`src/rtl/core/gfo_pkg.sv`:
```
// Shared types and constants for the gray frame orient and point filter.
// Used by the filter datapath, the top level, the checker and the bench.
`timescale 1ns / 1ps

package gfo_pkg;

	localparam int PIX_W  = 8;
	localparam int SUM_W  = 24;
	localparam int MODE_W = 4;

	localparam logic [PIX_W-1:0] PIX_MAX = 8'd255;

	// filter_mode codes
	localparam logic [MODE_W-1:0] MODE_BW      = 4'd0;
	localparam logic [MODE_W-1:0] MODE_INVERT  = 4'd1;
	localparam logic [MODE_W-1:0] MODE_MERGE   = 4'd2;
	localparam logic [MODE_W-1:0] MODE_FLIPH   = 4'd3;
	localparam logic [MODE_W-1:0] MODE_FLIPV   = 4'd4;
	localparam logic [MODE_W-1:0] MODE_FLIPHV  = 4'd5;
	localparam logic [MODE_W-1:0] MODE_ROT90   = 4'd6;
	localparam logic [MODE_W-1:0] MODE_ROT180  = 4'd7;
	localparam logic [MODE_W-1:0] MODE_ROT270  = 4'd8;
	localparam logic [MODE_W-1:0] MODE_LIGHTEN = 4'd9;
	localparam logic [MODE_W-1:0] MODE_DARKEN  = 4'd10;

	// request kinds carried on tuser
	localparam logic FUNC_WRITE = 1'b0;
	localparam logic FUNC_READ  = 1'b1;

	typedef struct packed {
		logic [PIX_W-1:0] second;
		logic [PIX_W-1:0] first;
	} pix_pair_t;

	typedef enum logic [1:0] {
		ST_CLEAR,
		ST_IDLE,
		ST_LOOK
	} state_t;

endpackage

```
`src/rtl/core/gfo_filter.sv`:
```
// Point filter datapath: maps one stored pixel pair to an output gray level.
// Depends on gfo_pkg for mode codes and the pixel pair type.
`timescale 1ns / 1ps

module gfo_filter
	import gfo_pkg::*;
#(
	parameter int NPIX = 65536
) (
	input  logic [MODE_W-1:0] mode,
	input  pix_pair_t         pair,
	input  logic [SUM_W-1:0]  sum,
	output logic [PIX_W-1:0]  result
);

	localparam int NB = $clog2(NPIX + 1);
	localparam int PW = (PIX_W + NB > SUM_W) ? PIX_W + NB : SUM_W + 1;

	logic [PW-1:0]    prod;
	logic             above_mean;
	logic [PIX_W:0]   merge_sum;
	logic [PIX_W-1:0] p;

	assign p = pair.first;

	// p > floor(sum / NPIX) exactly when sum < p * NPIX
	assign prod       = PW'(p) * PW'(NPIX);
	assign above_mean = PW'(sum) < prod;
	assign merge_sum  = {1'b0, p} + {1'b0, pair.second};

	always_comb begin
		case (mode)
			MODE_BW:      result = above_mean ? PIX_MAX : '0;
			MODE_INVERT:  result = PIX_MAX - p;
			MODE_MERGE:   result = merge_sum[PIX_W:1];
			MODE_LIGHTEN: result = p + ((PIX_MAX - p) >> 1);
			MODE_DARKEN:  result = p >> 1;
			// orientation modes and unused codes pass the fetched pixel
			default:      result = p;
		endcase
	end

endmodule

```
`config.mk`:
```
export PLATFORM = sky130hd
export DESIGN_NAME = gfo_filter
export DESIGN_NICKNAME = d
export VERILOG_FILES = /design/src/rtl/core/gfo_pkg.sv /design/src/rtl/core/gfo_filter.sv
export SDC_FILE = /design/constraint.sdc
export NUM_CORES = 1
export LEC_CHECK = 0
export ABC_AREA = 1
export BUFFER_PORTS_ARGS = -buffer_cell sky130_fd_sc_hd__buf_2
export CORE_ASPECT_RATIO = 2
export CORE_UTILIZATION = 40
export DETAILED_ROUTE_END_ITERATION = 12
export PLACE_DENSITY_LB_ADDON = 0.08
export SLEW_MARGIN = 20
export SYNTH_ARGS = -nofsm -noshare
export SYNTH_HDL_FRONTEND = slang
export SYNTH_SLANG_ARGS = --single-unit
```
`constraint.sdc`:
```
create_clock -name vclk -period 3.7
set_clock_uncertainty 0.1 [all_clocks]
set_input_delay 1.11 -clock vclk [all_inputs]
set_output_delay 1.11 -clock vclk [all_outputs]
set_load 0.03 [all_outputs]
```
* After elaboration in Yosys (flattened, before gate mapping)
Index checks and enable logic that the tools add are counted.
** Word-level totals
- Logic and storage cells :: 11
- Register bits :: 0
- Output and inout port bits :: 8
** Operators by class
- Order comparisons :: 1
- Add/subtract/negate cells :: 3
- Eq/ne operators :: 4
- Muxes and demuxes :: 2
- Reductions and logical operators :: 1
** Operator list (number)
- 8-bit case mux with 5 select lines :: 1
- 24-bit less-than comparator :: 1
- 8-bit by 8-bit adder with 9-bit output :: 1
- 8-bit by 7-bit adder with 8-bit output :: 1
- 4-bit == test (second input constant) :: 2
- 8-bit 2-to-1 mux :: 1
- 8-bit subtractor (first input constant) :: 1
- 4-bit by 1-bit == test with 1-bit output (second input constant) :: 1
- 4-bit by 2-bit == test with 1-bit output (second input constant) :: 1
- 4-bit logical NOT :: 1

* Depth between registers and ports, before layout
- Depth in word-level cells :: 3
- Mapped depth :: 12

* Worst setup path after synthesis
OpenSTA, ideal clock, no wires.
- Kind :: input-to-output
- Start :: in pair[1] (netlist name)
- End :: out result[6]
- Required time :: 2490 ps
- Path buffers :: 0
- Arrival time :: 2540 ps
- Setup slack :: -50 ps
- Stages on the path :: 12
- Cell sequence :: inv_1 > ha_1 > inv_1 > fa_1 > inv_1 > nand3_1 > nand3_1 > nand2_1 > nand3_1 > nand2_1 > nor2_1 > nand3_1
** On the way
- Cells in the longest elaborated chain, start to end :: 3
- Elaborated cells on any way between the ends :: 6
- Classes of those cells :: 3 x add/sub; 1 x order compare; 2 x mux
** Ends and longest elaborated chain
- start, declared :: line gfo_filter.sv:11 : input pix_pair_t pair,
- 8-bit subtractor or 24-bit less-than comparator (tied branches) :: line gfo_filter.sv:34, gfo_filter.sv:36, gfo_filter.sv:28
- 8-bit by 7-bit adder with 8-bit output or 8-bit 2-to-1 mux (tied branches) :: line gfo_filter.sv:36, gfo_filter.sv:33
- 8-bit case mux with 5 select lines (*) :: line gfo_filter.sv:32 : case (mode)
- end, declared :: line gfo_filter.sv:13 : output logic [PIX_W-1:0] result
Every way passes the cells marked *; elsewhere a longest branch is shown, timed or not.

* Worst setup path in the final report
Ends and elaborated chain as after synthesis.

==> summary.txt <==
Status
  – Outcome: complete, but fails checks
  – Failing checks: negative setup slack

Logic synthesis
  – Ys Warns: 0
  – Synth cell types: 27
  – Top post-synthesis cells by area: ha_1 22%, nand2_1 16%, nand3_1 10%
  – Mapped Nets: 277
  – Avg Cell Area, Syn: 5.73 µm²
  – Seq/Total Area, Yosys: 0
  – Yosys top cell area share: 0.218
  – Cell Area, Synth: 0.00120 mm²
  – Area leader, netlist: ha_1
  – Gate Count Post-Synth: 210

STA
  – Final Setup Violations: 5
  – Worst slew pin tran: 0.254 ns
  – Setup TNS Final: -0.163 ns
  – Min Tclk post-route: 3.76 ns
  – FMAX: 266 MHz
  – Slew Limit Fails: 0
  – RSZ-0062 raised after global routing: yes
  – Fin. Hold Viols: 0
  – Hold Worst Slack: 2.59 ns
  – Tcrit/Tclk final: 1.02
  – Setup ws final: -0.0620 ns
  – Slew headroom: 0.830

Worst setup path
  – CP top delay family: buffers and inverters
  – Worst path most repeated cell: nand3_2
  – Worst path max stage delay: 0.37 ns
  – Worst-path cell chain: buf_8, clkinvlp_4, buf_6, fa_2, inv_2, nand3_2, nand3_2, nand2_1, nand3_1, nand2_1, nor2_2, nand3_2, buf_6
  – Startpoint Class: input port
  – Worst-path fanout max: 4
  – CP required: 2.49 ns
  – CP Class: input port to output pin
  – Critical-path top delay cell: fa_2
  – Critical path buffers and inverters: 5
  – Worst EP arrival: 2.55 ns
  – Endpoint kind of the worst setup timing path: output pin

Final layout
  – Seq_cells: 0
  – Final net count: 338
  – Final Util: 0.665
  – Fin area: 0.00186 mm²
  – Number of clock buffers in the layout: 0
  – Area growth syn-to-layout: 54.9%
  – FF/Latch Area: 0 µm²
  – Layout cells sized above 1: 0.416
  – N_diodes: 0

Floorplan
  – Die Span Y: 79.6 µm
  – Initial Utilization: 0.429
  – Row Count: 27
  – I/O Pins: 52
  – Core area: 0.00280 mm²
  – Die ar.: 0.00325 mm²
  – DIE WIDTH: 40.8 µm

Placed design
  – Placed cell areas: 0.00160 mm²
  – Routability cong.: 0.794
  – Port bufs: 36
  – Dpl hpwl: 3.08 mm

Hold path
  – Hold/Removal Path Class: input port to output pin

Power and ir drop
  – Peak supply drop: 0.0000790 V
  – Clock share of power: 0
  – P_int: 126 µW
  – Power Total: 275 µW
  – Combinational Power Share: 1.000
  – Pwr/cell area: 147 mW/mm²
  – Seq pwr share: 0
  – Sw power: 149 µW
  – Switching part of the total: 0.542
  – Leak: 0.000990 µW

Global routing
  – Vias in the first global route: 1541
  – First-pass GRT wire length: 6.03 mm
  – Total track usage: 0.246
  – Number of antenna violations at the first check in global routing: 0
  – Total gr overflow: 0
  – Largest net degree at the start of global routing: 11

Routing
  – Vias per inst: 5.32
  – DR vias: 1586
  – Pre-Repair DR Iteration Count: 4
  – Starting DRT DRC Count: 23
  – WL/cell: 12.2 µm
  – Antenna viol nets, final: 0
  – Final WL: 3.64 mm
  – Post-route DRC: 0

Run
  – Max-cap violations: 0

Clocking
  – # hold bufs at CTS: 0
==> stage by stage <==
| stage | setup WS [ns] | cells |
|---|---|---|
| 2_1_floorplan | 0.0223 | 210 |
| 3_3_place_gp | -0.240 | 297 |
| 3_5_place_dp | -0.263 | 297 |
| 4_1_cts | -0.0789 | 298 |
| 5_1_grt | -0.160 | 298 |
| 6_report | -0.0620 | 298 |
==> routing by layer <==
metal	share of wire	up-vias	GRT usage
met5	0	-	0
met4	0.014	0	0.0467
met3	0.013	6	0.00279
met2	0.58	21	0.473
met1	0.39	716	0.267
li1	-	843	-
==> final timing paths <==
path,end,start,slack (ns),cells after the start
max,result[6],pair[1],-0.06,13
min,result[3],pair[3],2.59,4
==> tightest hold or removal path, cell delays in order <==
cell and delay, ns:
buf_4 0.13, nand4_1 0.09, nand3_1 0.11, buf_6 0.13
==> cell type report <==
type	count	area [µm²]
fill	283	940
inverter	36	144
multi-input combinational	174	1240
tap	29	36.3
timing repair buffer	59	440
==> synthesized netlist by cell type <==
| cell type | instances |
|---|---|
| nand3_1 | 24 |
| inv_2 | 3 |
| nand4_1 | 15 |
| o22ai_1 | 5 |
| nand2_2 | 5 |
| nor2_2 | 3 |
| and3_1 | 1 |
| nor2_4 | 2 |
| nand3b_1 | 3 |
| inv_4 | 1 |
| nand2_1 | 50 |
| o21bai_2 | 1 |
| o21ai_0 | 4 |
| fa_1 | 2 |
| o21ai_2 | 1 |
| o211ai_1 | 1 |
| nor2_1 | 13 |
| o21a_1 | 1 |
| nand2_4 | 1 |
| or2_2 | 2 |
| ha_1 | 21 |
| a211oi_1 | 1 |
| a21oi_1 | 13 |
| nor3_1 | 2 |
| inv_1 | 32 |
| a31oi_1 | 2 |
| and2_1 | 1 |
==> repair_timing <==
action,in CTS,in global routing
resized for setup,49,19
gates cloned,0,0
endpoints found under the setup margin,8,8
buffers inserted,1,0
pin swaps,19,11
==> layout by cell type (no fill, tap or decap), drive strengths merged <==
| cell | n |
|---|---|
| or2 | 2 |
| nand2 | 56 |
| and3 | 1 |
| buf | 58 |
| o21ai | 5 |
| o21bai | 1 |
| a21oi | 13 |
| nand3 | 24 |
| o22ai | 5 |
| o21a | 1 |
| fa | 2 |
| and2 | 1 |
| nand4 | 15 |
| clkinvlp | 1 |
| o211ai | 1 |
| nor2 | 18 |
| a31oi | 2 |
| inv | 35 |
| nand3b | 3 |
| ha | 21 |
| a211oi | 1 |
| nor3 | 2 |
| clkbuf | 1 |
==> cells by family after synthesis <==
logic type / count (synthesis) / synth area share
compound gates: 29 / 0.142
fa+ha+maj: 23 / 0.252
buf+inv: 36 / 0.114
simple gates: 122 / 0.492
==> power by group through the flow <==
stage               Sequential [µW]  Clock, µW  Combinational [µW]
floorplan                         0          0                 144
global placement                  0          0                 222
detailed placement                0          0                 225
CTS                               0          0                 260
global route                      0          0                 305
finish                            0          0                 275
No activity file was read; power rests on OpenSTA's default activity.
